File: config.mk
export PLATFORM = sky130hd
export DESIGN_NAME = plti_ctrl
export DESIGN_NICKNAME = d
export VERILOG_FILES = /design/src/design/plti_pkg.sv /design/src/design/plti_ctrl.sv
export SDC_FILE = /design/constraint.sdc
export NUM_CORES = 1
export LEC_CHECK = 0
export BUFFER_PORTS_ARGS = -buffer_cell sky130_fd_sc_hd__buf_2
export CAP_MARGIN = 30
export CORE_AREA = 5 5 42 44
export CTS_CLUSTER_DIAMETER = 150
export DETAILED_ROUTE_END_ITERATION = 8
export DIE_AREA = 0 0 47 49
export PLACE_DENSITY = 0.6
export SYNTH_ARGS = -nofsm -noshare
export SYNTH_HDL_FRONTEND = slang
export SYNTH_SLANG_ARGS = --single-unit
File: constraint.sdc
create_clock -name clk -period 1.4 [get_ports clk]
set_input_delay 0.21 -clock clk [delete_from_list [all_inputs] [get_ports clk]]
set_output_delay 0.21 -clock clk [all_outputs]
set_load 0.01 [all_outputs]
File: src/design/plti_pkg.sv
// ---------------------------------------------------------------------------
// plti_pkg
// Shared types, constants and codes of the piecewise-linear table interpolator.
// ---------------------------------------------------------------------------
package plti_pkg;

	localparam int MAX_POINTS = 64;
	localparam int FRAC_BITS  = 16;

	localparam int XW     = 32;                  // width of x, y, value, slope
	localparam int DW     = XW + 1;              // width of differences
	localparam int AW     = $clog2(MAX_POINTS);  // table address width
	localparam int PCW    = 7;                   // point_count register width
	localparam int NUM_W  = DW + FRAC_BITS;      // divider dividend width
	localparam int CNT_W  = $clog2(NUM_W);       // divider step counter width
	localparam int LO_W   = DW / 2;              // low slice of multiplier operand
	localparam int HI_W   = DW - LO_W;           // high slice of multiplier operand
	localparam int PROD_W = DW + XW;             // full product width
	localparam int M_W    = PROD_W - FRAC_BITS;  // product after the fraction shift
	localparam int MC_W   = DW + 1;              // clamped product magnitude width
	localparam int S_W    = MC_W + 2;            // final sum width

	localparam logic [1:0] FUNC_LOAD   = 2'd0;
	localparam logic [1:0] FUNC_VALUE  = 2'd1;
	localparam logic [1:0] FUNC_SLOPE  = 2'd2;
	localparam logic [1:0] FUNC_UNUSED = 2'd3;

	localparam logic CFG_POINT_COUNT  = 1'b0;
	localparam logic CFG_COMPLEX_MODE = 1'b1;

	typedef enum logic [2:0] {
		ST_OK        = 3'd0,
		ST_BELOW     = 3'd1,
		ST_COMPLEX   = 3'd2,
		ST_ZERO_SEG  = 3'd3,
		ST_SATURATED = 3'd4
	} status_t;

	typedef enum logic [3:0] {
		S_IDLE,
		S_RD0,
		S_CHK0,
		S_SRD,
		S_SCK,
		S_DIFF,
		S_DIV,
		S_SLOPE,
		S_MUL0,
		S_MUL1,
		S_SUM,
		S_FIN,
		S_DONE
	} fsm_t;

	typedef struct packed {
		logic load;      // write the breakpoint of the current input transfer
		logic start;     // latch query and function
		logic rd_first;  // read table entry 0 instead of the scan index
		logic chk0;      // range and mode checks against entry 0
		logic scan;      // compare scanned entry and advance
		logic diff;      // segment differences, divider setup
		logic div_step;  // one quotient bit
		logic slope;     // sign and clamp of the slope
		logic mul0;      // low partial product
		logic mul1;      // high partial product
		logic sum;       // product sum and clamp
		logic fin;       // final add and clamp
		logic emit;      // move result into the output register
	} cmd_t;

	typedef struct packed {
		logic early_err;
		logic seg_found;
		logic dx_zero;
		logic div_last;
		logic func_slope;
		logic out_full;
	} stat_t;

endpackage

File: src/design/plti_ctrl.sv
// ---------------------------------------------------------------------------
// plti_ctrl
// Sequencer: breakpoint scan, serial divide, split multiply, result hand-off.
// ---------------------------------------------------------------------------
module plti_ctrl (
	input  logic             clk,
	input  logic             arst_n,
	input  logic             in_valid,
	input  logic [1:0]       func,
	output logic             in_ready,
	input  plti_pkg::stat_t  stat,
	output plti_pkg::cmd_t   cmd
);

	plti_pkg::fsm_t state_q, state_d;

	always_ff @(posedge clk or negedge arst_n) begin
		if (!arst_n) begin
			state_q <= plti_pkg::S_IDLE;
		end else begin
			state_q <= state_d;
		end
	end

	always_comb begin
		state_d  = state_q;
		cmd      = '0;
		in_ready = 1'b0;
		unique case (state_q)
			plti_pkg::S_IDLE: begin
				in_ready = 1'b1;
				if (in_valid) begin
					if (func == plti_pkg::FUNC_LOAD) begin
						cmd.load = 1'b1;
					end else if (func == plti_pkg::FUNC_VALUE || func == plti_pkg::FUNC_SLOPE) begin
						cmd.start = 1'b1;
						state_d   = plti_pkg::S_RD0;
					end
				end
			end
			plti_pkg::S_RD0: begin
				cmd.rd_first = 1'b1;
				state_d      = plti_pkg::S_CHK0;
			end
			plti_pkg::S_CHK0: begin
				cmd.chk0 = 1'b1;
				state_d  = stat.early_err ? plti_pkg::S_DONE : plti_pkg::S_SRD;
			end
			plti_pkg::S_SRD: begin
				state_d = plti_pkg::S_SCK;
			end
			plti_pkg::S_SCK: begin
				cmd.scan = 1'b1;
				state_d  = stat.seg_found ? plti_pkg::S_DIFF : plti_pkg::S_SRD;
			end
			plti_pkg::S_DIFF: begin
				cmd.diff = 1'b1;
				state_d  = stat.dx_zero ? plti_pkg::S_DONE : plti_pkg::S_DIV;
			end
			plti_pkg::S_DIV: begin
				cmd.div_step = 1'b1;
				if (stat.div_last) begin
					state_d = plti_pkg::S_SLOPE;
				end
			end
			plti_pkg::S_SLOPE: begin
				cmd.slope = 1'b1;
				state_d   = stat.func_slope ? plti_pkg::S_DONE : plti_pkg::S_MUL0;
			end
			plti_pkg::S_MUL0: begin
				cmd.mul0 = 1'b1;
				state_d  = plti_pkg::S_MUL1;
			end
			plti_pkg::S_MUL1: begin
				cmd.mul1 = 1'b1;
				state_d  = plti_pkg::S_SUM;
			end
			plti_pkg::S_SUM: begin
				cmd.sum = 1'b1;
				state_d = plti_pkg::S_FIN;
			end
			plti_pkg::S_FIN: begin
				cmd.fin = 1'b1;
				state_d = plti_pkg::S_DONE;
			end
			plti_pkg::S_DONE: begin
				if (!stat.out_full) begin
					cmd.emit = 1'b1;
					state_d  = plti_pkg::S_IDLE;
				end
			end
			default: begin
				state_d = plti_pkg::S_IDLE;
			end
		endcase
	end

endmodule

==> results of run 1 <==
## power groups by stage
stage          Clock [mW]  Sequential [mW]  Combinational (mW)
2_1_floorplan           0            0.241               0.612
3_3_place_gp            0            0.258               0.924
3_5_place_dp            0            0.258               0.916
4_1_cts             0.151            0.267                1.18
5_1_grt             0.161            0.306                1.82
6_report            0.140            0.298                1.72
## critical path: cells and delay by family, from the launching register on
family	cells	cell delay [ps]
simple gates	2	480
buf+inv	1	120
flops	1	450
## worst max path at each step
stage                                   endpoint  slack (ps)                    from  depth (start not counted)
final                                    cmd[11]        -110  state_q[2]$_DFFE_PN0P_                          3
after global routing                     cmd[12]        -190  state_q[2]$_DFFE_PN0P_                          3
after CTS                                 cmd[5]        -100  state_q[3]$_DFFE_PN0P_                          4
after detailed placement  state_q[1]$_DFFE_PN0P_         130  state_q[1]$_DFFE_PN0P_                          4
after global placement                    cmd[7]         130  state_q[3]$_DFFE_PN0P_                          4
after floorplan                          cmd[11]          50  state_q[3]$_DFFE_PN0P_                          2
## stage by stage
stage / setup TNS (ps) / worst slack [ps] / hold slack [ps] / power [mW]
4_1_cts: -987 / -100 / 304 / 1.60
5_1_grt: -1180 / -188 / 304 / 2.29
3_3_place_gp: 0 / 127 / 19.9 / 1.18
2_1_floorplan: 0 / 49.5 / -85.6 / 0.852
3_5_place_dp: 0 / 131 / 21.1 / 1.17
6_report: -361 / -106 / 312 / 2.16
## metal layers
metal | track usage, % | wire length (um)
met4 | 7.83 | 46
met1 | 14.8 | 665
met3 | 1.48 | 79
met2 | 19.0 | 882
met5 | 0 | 0
## synthesized netlist by cell type
library cell	count
a21o_1	1
a221oi_1	2
o221ai_1	1
a21oi_1	1
nor2b_1	1
a21boi_0	1
nor3_1	3
inv_1	4
and3b_1	1
nor4_2	1
a31oi_1	1
nand3b_1	1
o22ai_1	1
nor3b_1	1
dfrtp_1	4
clkbuf_2	1
o211a_1	1
ha_1	1
or4_1	1
and3_1	2
o21ai_0	2
buf_2	3
nand2_1	3
a211oi_1	1
o22a_1	1
nand2b_1	7
nor2_1	8
or2_4	1
o21a_1	1
## timing repair
item	in CTS	in global routing
gates cloned	0	1
buffers inserted	6	9
gates resized for setup	10	19
hold endpoints to repair	4	0
setup endpoints to repair	14	16
hold buffers	1	0
pin swaps	1	8
## layout make-up
type	count	area share [%]
multi-input combinational	45	41.1
timing repair buffer	48	40.8
sequential	4	11.7
clock buffer	3	2.51
tap	16	2.23
inverter	4	1.68
## kinds of logic after synthesis
| group | Yosys count | share of synthesized area, % |
|---|---|---|
| DFF | 4 | 23.7 |
| and+or+nand+nor | 30 | 40.7 |
| AOI/OAI and AO/OA | 14 | 24.3 |
| adders and majority gates | 1 | 2.97 |
| buffers and inverters | 8 | 8.31 |
==> flow_summary.json, run 1 <==
{
  "rsz0062_at_grt": "yes",
  "critPathMaxStageDelay_ps": 450,
  "coreArea_um2": 1400,
  "diodes": 0,
  "r2r_slack_ps": -20,
  "failed_checks": "setup timing",
  "grt_overflow": 0,
  "clockBufferDepth": 2,
  "power_density_nw_per_um2": 2410,
  "vias": 620,
  "globalplace.congestion": 0.778,
  "critPathArrivalTime_ps": 1300,
  "cp-start-kind": "register",
  "fin_crit_sh_pct": 108,
  "grt_use_total_pct": 12.1,
  "final_util_pct": 63.9,
  "drtIter0Drc": 15,
  "power_frac_clock_pct": 6.5,
  "leakage_nw": 0.473,
  "fillers": 117,
  "timing.rr.end": "state_q[0]$_DFFE_PN0P_",
  "slew_viol_final": 0,
  "largest_reg_flops": 4,
  "drtPass1Iterations": 4,
  "netlist.area_leader.share_pct": 23.7,
  "syn_to_final_growth_pct": 112,
  "design.die.area_um2": 2300,
  "rows": 14,
  "vdd_drop_max_mv": 1.18,
  "dpl_cell_area_um2": 594,
  "dp_cells": 100,
  "r2r_start": "state_q[2]$_DFFE_PN0P_",
  "clk_pin_slew_ps": 40,
  "max_slew_margin_pct": 78.9,
  "switching_power_uw": 893,
  "crit_chain": "nor4_4 > and3_1 > buf_2",
  "start_util_pct": 30.1,
  "cts_tree": "done",
  "clock_latency_ps": 230,
  "netlist_area_um2": 422,
  "internal_power_mw": 1.27,
  "clock_skew_ps": 1.36,
  "power_frac_comb_pct": 79.7,
  "grt_max_degree": 14,
  "synth_fp_nets": 69,
  "hp-class": "in -> async",
  "ant_nets": 0,
  "synth_seq_area_share_pct": 23.7,
  "largestRegisters": "state_q: 4 flops",
  "die_w_um": 47,
  "synth.top_cells.by_area": "dfrtp_1, nand2b_1, nor2_1",
  "multi_input_area_um2": 368,
  "seqPwrFrac_pct": 13.8,
  "status": "complete, but fails checks",
  "setup_violations": 9,
  "switching_share_pct": 41.3,
  "ys_ff_latch": 4,
  "portBuffers": 24,
  "h-tree-depth": 1,
  "syn_avg_cell_area_um2": 7.40,
  "reg2reg_depth": 3,
  "yosys_warnings": 0,
  "wl_per_cell_um": 13.9,
  "maxCapViolations": 0,
  "critical_path_required_ps": 1190,
  "setup_slack_ps": -106,
  "drc": 0,
  "period_needed_ps": 1510,
  "drive_gt1_share_pct": 67.3,
  "final_area_um2": 896,
  "fin_nets": 118,
  "synth_top_area_cell": "dfrtp_1",
  "mostFrequentLayoutCells": "buf_2, buf_4, buf_6",
  "critPathKind": "reg -> out",
  "via_per_inst": 5.17,
  "dpl.hpwl_um": 970,
  "antenna_found_initial": 0,
  "postRouteWirelength_mm": 1.67,
  "hold_viol_final": 0,
  "max_slew.worst_pin.slew_ps": 315,
  "cts_buffers": 3,
  "setup.worst_path.end_class": "output pin",
  "final_common_cell": "buf_2",
  "synth_cell_types": 29,
  "cts.sinks": 4,
  "synthCells": 57,
  "cp_max_fo": 4,
  "grt_pass1_vias": 516,
  "finalNonFillerCells": 120,
  "clockRootBuffer": "clkbuf_4",
  "slowest_stage": "dfrtp_2",
  "max_freq_ghz": 0.664,
  "regArea_um2": 105,
  "die_y_um": 49,
  "ios": 25,
  "largest_register": "state_q",
  "grt_pass1_wl_mm": 2.09
}
No activity file was read; power rests on OpenSTA's default activity.
==> run 2: changes to the inputs <==
- PLACE_DENSITY: 0.6 -> 0.68
==> flow_summary.json, run 2 (synthesis gave the netlist of run 1 again) <==
{
  "ant_nets": 0,
  "rows": 14,
  "portBuffers": 24,
  "dpl.hpwl_um": 960,
  "reg2reg_depth": 6,
  "diodes": 0,
  "postRouteWirelength_mm": 1.53,
  "r2r_slack_ps": -90,
  "fillers": 141,
  "antenna_found_initial": 0,
  "clk_pin_slew_ps": 30,
  "cts_buffers": 3,
  "clockRootBuffer": "clkbuf_4",
  "largest_reg_flops": 4,
  "coreArea_um2": 1400,
  "critPathArrivalTime_ps": 1300,
  "start_util_pct": 30.1,
  "finalSetupTns_ps": -587,
  "period_needed_ps": 1510,
  "cts.sinks": 4,
  "fin_nets": 114,
  "mostFrequentLayoutCells": "buf_2, buf_4, buf_6",
  "h-tree-depth": 1,
  "fin_crit_sh_pct": 108,
  "status": "complete, but fails checks",
  "clockBufferDepth": 2,
  "final_area_um2": 861,
  "holdWs_ps": 281,
  "max_slew.worst_pin.slew_ps": 255,
  "drc": 0,
  "cp_max_fo": 4,
  "vias": 582,
  "maxCapViolations": 0,
  "hold_viol_final": 0,
  "grt_max_degree": 10,
  "vdd_drop_max_mv": 1.23,
  "critical_path_required_ps": 1190,
  "slew_viol_final": 0,
  "drtIter0Drc": 2,
  "dpl_cell_area_um2": 579,
  "clock_skew_ps": 2.30,
  "setup.worst_path.end_class": "output pin",
  "leakage_nw": 0.451,
  "hold_path_end": "state_q[3]$_DFFE_PN0P_",
  "hold_depth": 3,
  "r2r_start": "state_q[1]$_DFFE_PN0P_",
  "cts_tree": "done",
  "hold_start": "stat[5]",
  "via_per_inst": 5.02,
  "failed_checks": "setup timing",
  "drtPass1Iterations": 2,
  "hp-class": "in -> reg",
  "total_power_mw": 1.98,
  "rsz0062_at_grt": "yes",
  "largestRegisters": "state_q: 4 flops",
  "ios": 25,
  "setup_slack_ps": -109,
  "clock_latency_ps": 230,
  "drive_gt1_share_pct": 67.0,
  "design.die.area_um2": 2300,
  "critPathKind": "reg -> out",
  "setup_violations": 13,
  "die_w_um": 47,
  "grt_pass1_wl_mm": 2.10,
  "die_y_um": 49,
  "power_density_nw_per_um2": 2300,
  "syn_to_final_growth_pct": 104,
  "grt_overflow": 0,
  "largest_register": "state_q",
  "cp-start-kind": "register",
  "final_common_cell": "buf_2",
  "max_freq_ghz": 0.663,
  "globalplace.congestion": 0.833,
  "grt_pass1_vias": 501,
  "grt_use_total_pct": 12.5,
  "wl_per_cell_um": 13.2,
  "timing.rr.end": "state_q[0]$_DFFE_PN0P_",
  "max_slew_margin_pct": 82.9
}
==> run 2: how the worst max path moves through the flow <==
stage / endpoint / cells after the start / start
finish: cmd[11] / 3 / state_q[1]$_DFFE_PN0P_
global route: cmd[11] / 3 / state_q[1]$_DFFE_PN0P_
CTS: cmd[12] / 3 / state_q[1]$_DFFE_PN0P_
detailed placement: state_q[0]$_DFFE_PN0P_ / 3 / state_q[1]$_DFFE_PN0P_
global placement: state_q[0]$_DFFE_PN0P_ / 3 / state_q[1]$_DFFE_PN0P_
floorplan: cmd[11] / 2 / state_q[3]$_DFFE_PN0P_
==> run 2: final cells by class <==
type	count	area, um2	share of cell area (%)
Tap cell	16	20.0	2.33
Sequential cell	4	105	12.2
Inverter	4	15.0	1.74
Timing Repair Buffer	44	304	35.3
Multi-Input combinational cell	45	394	45.8
Clock buffer	3	22.5	2.62
==> run 2: repair_timing <==
item	4_1_cts	5_1_grt
resized for setup	12	22
pin swaps	3	5
setup endpoints to repair	14	17
endpoints found under the hold margin	4	0
hold buffers	1	0
buffers inserted	7	8
==> run 2: worst max-delay path, stage by stage (launching register included) <==
cell     delay, ps
dfrtp_2        430
nor4_4         330
and3_1         190
buf_2          120
==> run 2: stage by stage <==
| stage | util (%) | std cells | setup WS [ps] |
|---|---|---|---|
| after floorplan | - | 57 | 49.5 |
| after global placement | 41.3 | 98 | 67.0 |
| after detailed placement | 41.3 | 98 | 25.1 |
| after CTS | 50.9 | 109 | -120 |
| after global routing | 61.4 | 116 | -207 |
| final | 61.4 | 116 | -109 |
==> run 2: power by group <==
group	internal [mW]	switching, mW	total, mW
Clock	0.0957	0.0438	0.140
Combinational	0.839	0.701	1.54
Sequential	0.191	0.112	0.303
==> run 2: per-layer routing <==
| layer | GRT usage, % | up-vias | routed length, um |
|---|---|---|---|
| met3 | 3.32 | 4 | 77 |
| met2 | 18.1 | 16 | 840 |
| li1 | - | 290 | - |
| met5 | 0 | - | 0 |
| met1 | 15.5 | 272 | 583 |
| met4 | 8.29 | 0 | 29 |
==> run 3: changes to the inputs <==
- clock period: 1.4 -> 1.85 ns (I/O delays scaled with it)
==> flow_summary.json, run 3 (synthesis gave the netlist of run 1 again) <==
{
  "hold_viol_final": 0,
  "cts.sinks": 4,
  "postRouteWirelength_mm": 1.14,
  "die_w_um": 47,
  "drc": 0,
  "globalplace.congestion": 0.798,
  "finalSetupTns_ps": 0,
  "max_freq_ghz": 0.574,
  "finalNonFillerCells": 99,
  "cp-start-kind": "register",
  "clockRootBuffer": "clkbuf_4",
  "use_met1_pct": 13.9,
  "drtIter0Drc": 5,
  "antenna_found_initial": 0,
  "rows": 14,
  "grt_pass1_vias": 457,
  "setup_violations": 0,
  "cts_resized": 0,
  "syn_to_final_growth_pct": 39.8,
  "grt_util_met2_pct": 16.5,
  "critical_path_required_ps": 1570,
  "maxCapViolations": 0,
  "h-tree-depth": 1,
  "final_common_cell": "buf_2",
  "grt_use_total_pct": 10.7,
  "diodes": 0,
  "largest_register": "state_q",
  "design.die.area_um2": 2300,
  "slew_viol_final": 0,
  "cts_buffers": 3,
  "grt_overflow": 0,
  "clock_skew_ps": 0.693,
  "final_area_um2": 589,
  "coreArea_um2": 1400,
  "ios": 25,
  "dpl_cell_area_um2": 557,
  "setup_slack_ps": 108,
  "critPathArrivalTime_ps": 1460,
  "via_per_inst": 4.91,
  "top_usage_layer": "met2",
  "vias": 486,
  "max_slew_margin_pct": 75.8,
  "dpl.hpwl_um": 904,
  "largest_reg_flops": 4,
  "grt_pass1_wl_mm": 1.86,
  "clockBufferDepth": 2,
  "clk_pin_slew_ps": 40,
  "period_needed_ps": 1740,
  "status": "completed",
  "leakage_nw": 0.320,
  "start_util_pct": 30.1,
  "cts_tree": "done",
  "portBuffers": 24,
  "mostFrequentLayoutCells": "buf_2, nor2_1, nand2b_1",
  "dp_cells": 95,
  "die_y_um": 49,
  "power_density_nw_per_um2": 1550,
  "grt_max_degree": 15,
  "fillers": 159,
  "r2r_slack_ps": 440,
  "drive_gt1_share_pct": 37.3,
  "setup.worst_path.end_class": "output pin",
  "rsz0062_at_grt": "no",
  "drtPass1Iterations": 2,
  "cp_max_fo": 9,
  "critPathKind": "reg -> out",
  "max_slew.worst_pin.slew_ps": 360,
  "vdd_drop_max_mv": 0.718,
  "clock_latency_ps": 230,
  "largestRegisters": "state_q: 4 flops",
  "hp-class": "in -> reg",
  "fin_nets": 97,
  "fin_crit_sh_pct": 94.1,
  "ant_nets": 0,
  "holdWs_ps": 361,
  "wl_per_cell_um": 11.5,
  "place_ws_ps": 357,
  "grt_use_met3_pct": 3.69
}
-- run 3: cell types whose count changed in the layout (fill, tap and decap cells not counted), moves of 3 or more --
cell	change
buf_4	-12
nor3_1	+3
nand2b_4	-5
nor2_1	+3
dfrtp_1	+4
buf_6	-7
dfrtp_2	-4
nand2b_1	+5
-- run 3: layout make-up --
class	count	area [um2]	share of cell area, %
inverters	4	15.0	2.55
multi-input cells	45	287	48.6
repair buffers	27	145	24.6
clock buffers	3	22.5	3.82
flip-flops and latches	4	100	17.0
well taps	16	20.0	3.40
-- run 3: critical path, cell delays in order (launching register included) --
cell,delay [ps]
dfrtp_1,460
nor4_2,430
and3_1,210
buf_2,130
-- run 3: path summary, 6_finish.rpt --
path,startpoint,to,depth (start not counted)
max reg2reg,state_q[1]$_DFFE_PN0P_,state_q[0]$_DFFE_PN0P_,3
min,stat[5],state_q[3]$_DFFE_PN0P_,3
max,state_q[3]$_DFFE_PN0P_,cmd[11],3
max in group asynchronous,arst_n,state_q[2]$_DFFE_PN0P_,2
min reg2reg,state_q[2]$_DFFE_PN0P_,state_q[3]$_DFFE_PN0P_,2
min in group asynchronous,arst_n,state_q[3]$_DFFE_PN0P_,2
-- run 3: per-layer routing --
layer  vias up  wire length, um
li1        255                -
met5         -                0
met1       217              507
met3         0               74
met2        14              559
met4         0                0
-- run 3: what timing repair did --
action | 4_1_cts | 5_1_grt
hold buffers | 1 | 0
hold endpoints to repair | 4 | 0
buffers inserted | 0 | 0
-- run 3: through the flow --
step	power (mW)	util (%)
finish	0.913	42.1
global route	1.01	42.1
CTS	0.919	42.1
detailed placement	0.806	39.7
global placement	0.796	39.7
floorplan	0.645	-
-- run 3: power breakdown --
part	leakage (nW)	internal [mW]	switching, mW
combinational	0.258	0.275	0.294
clock	0.0138	0.0723	0.0322
sequential	0.0482	0.134	0.104
total	0.320	0.482	0.431
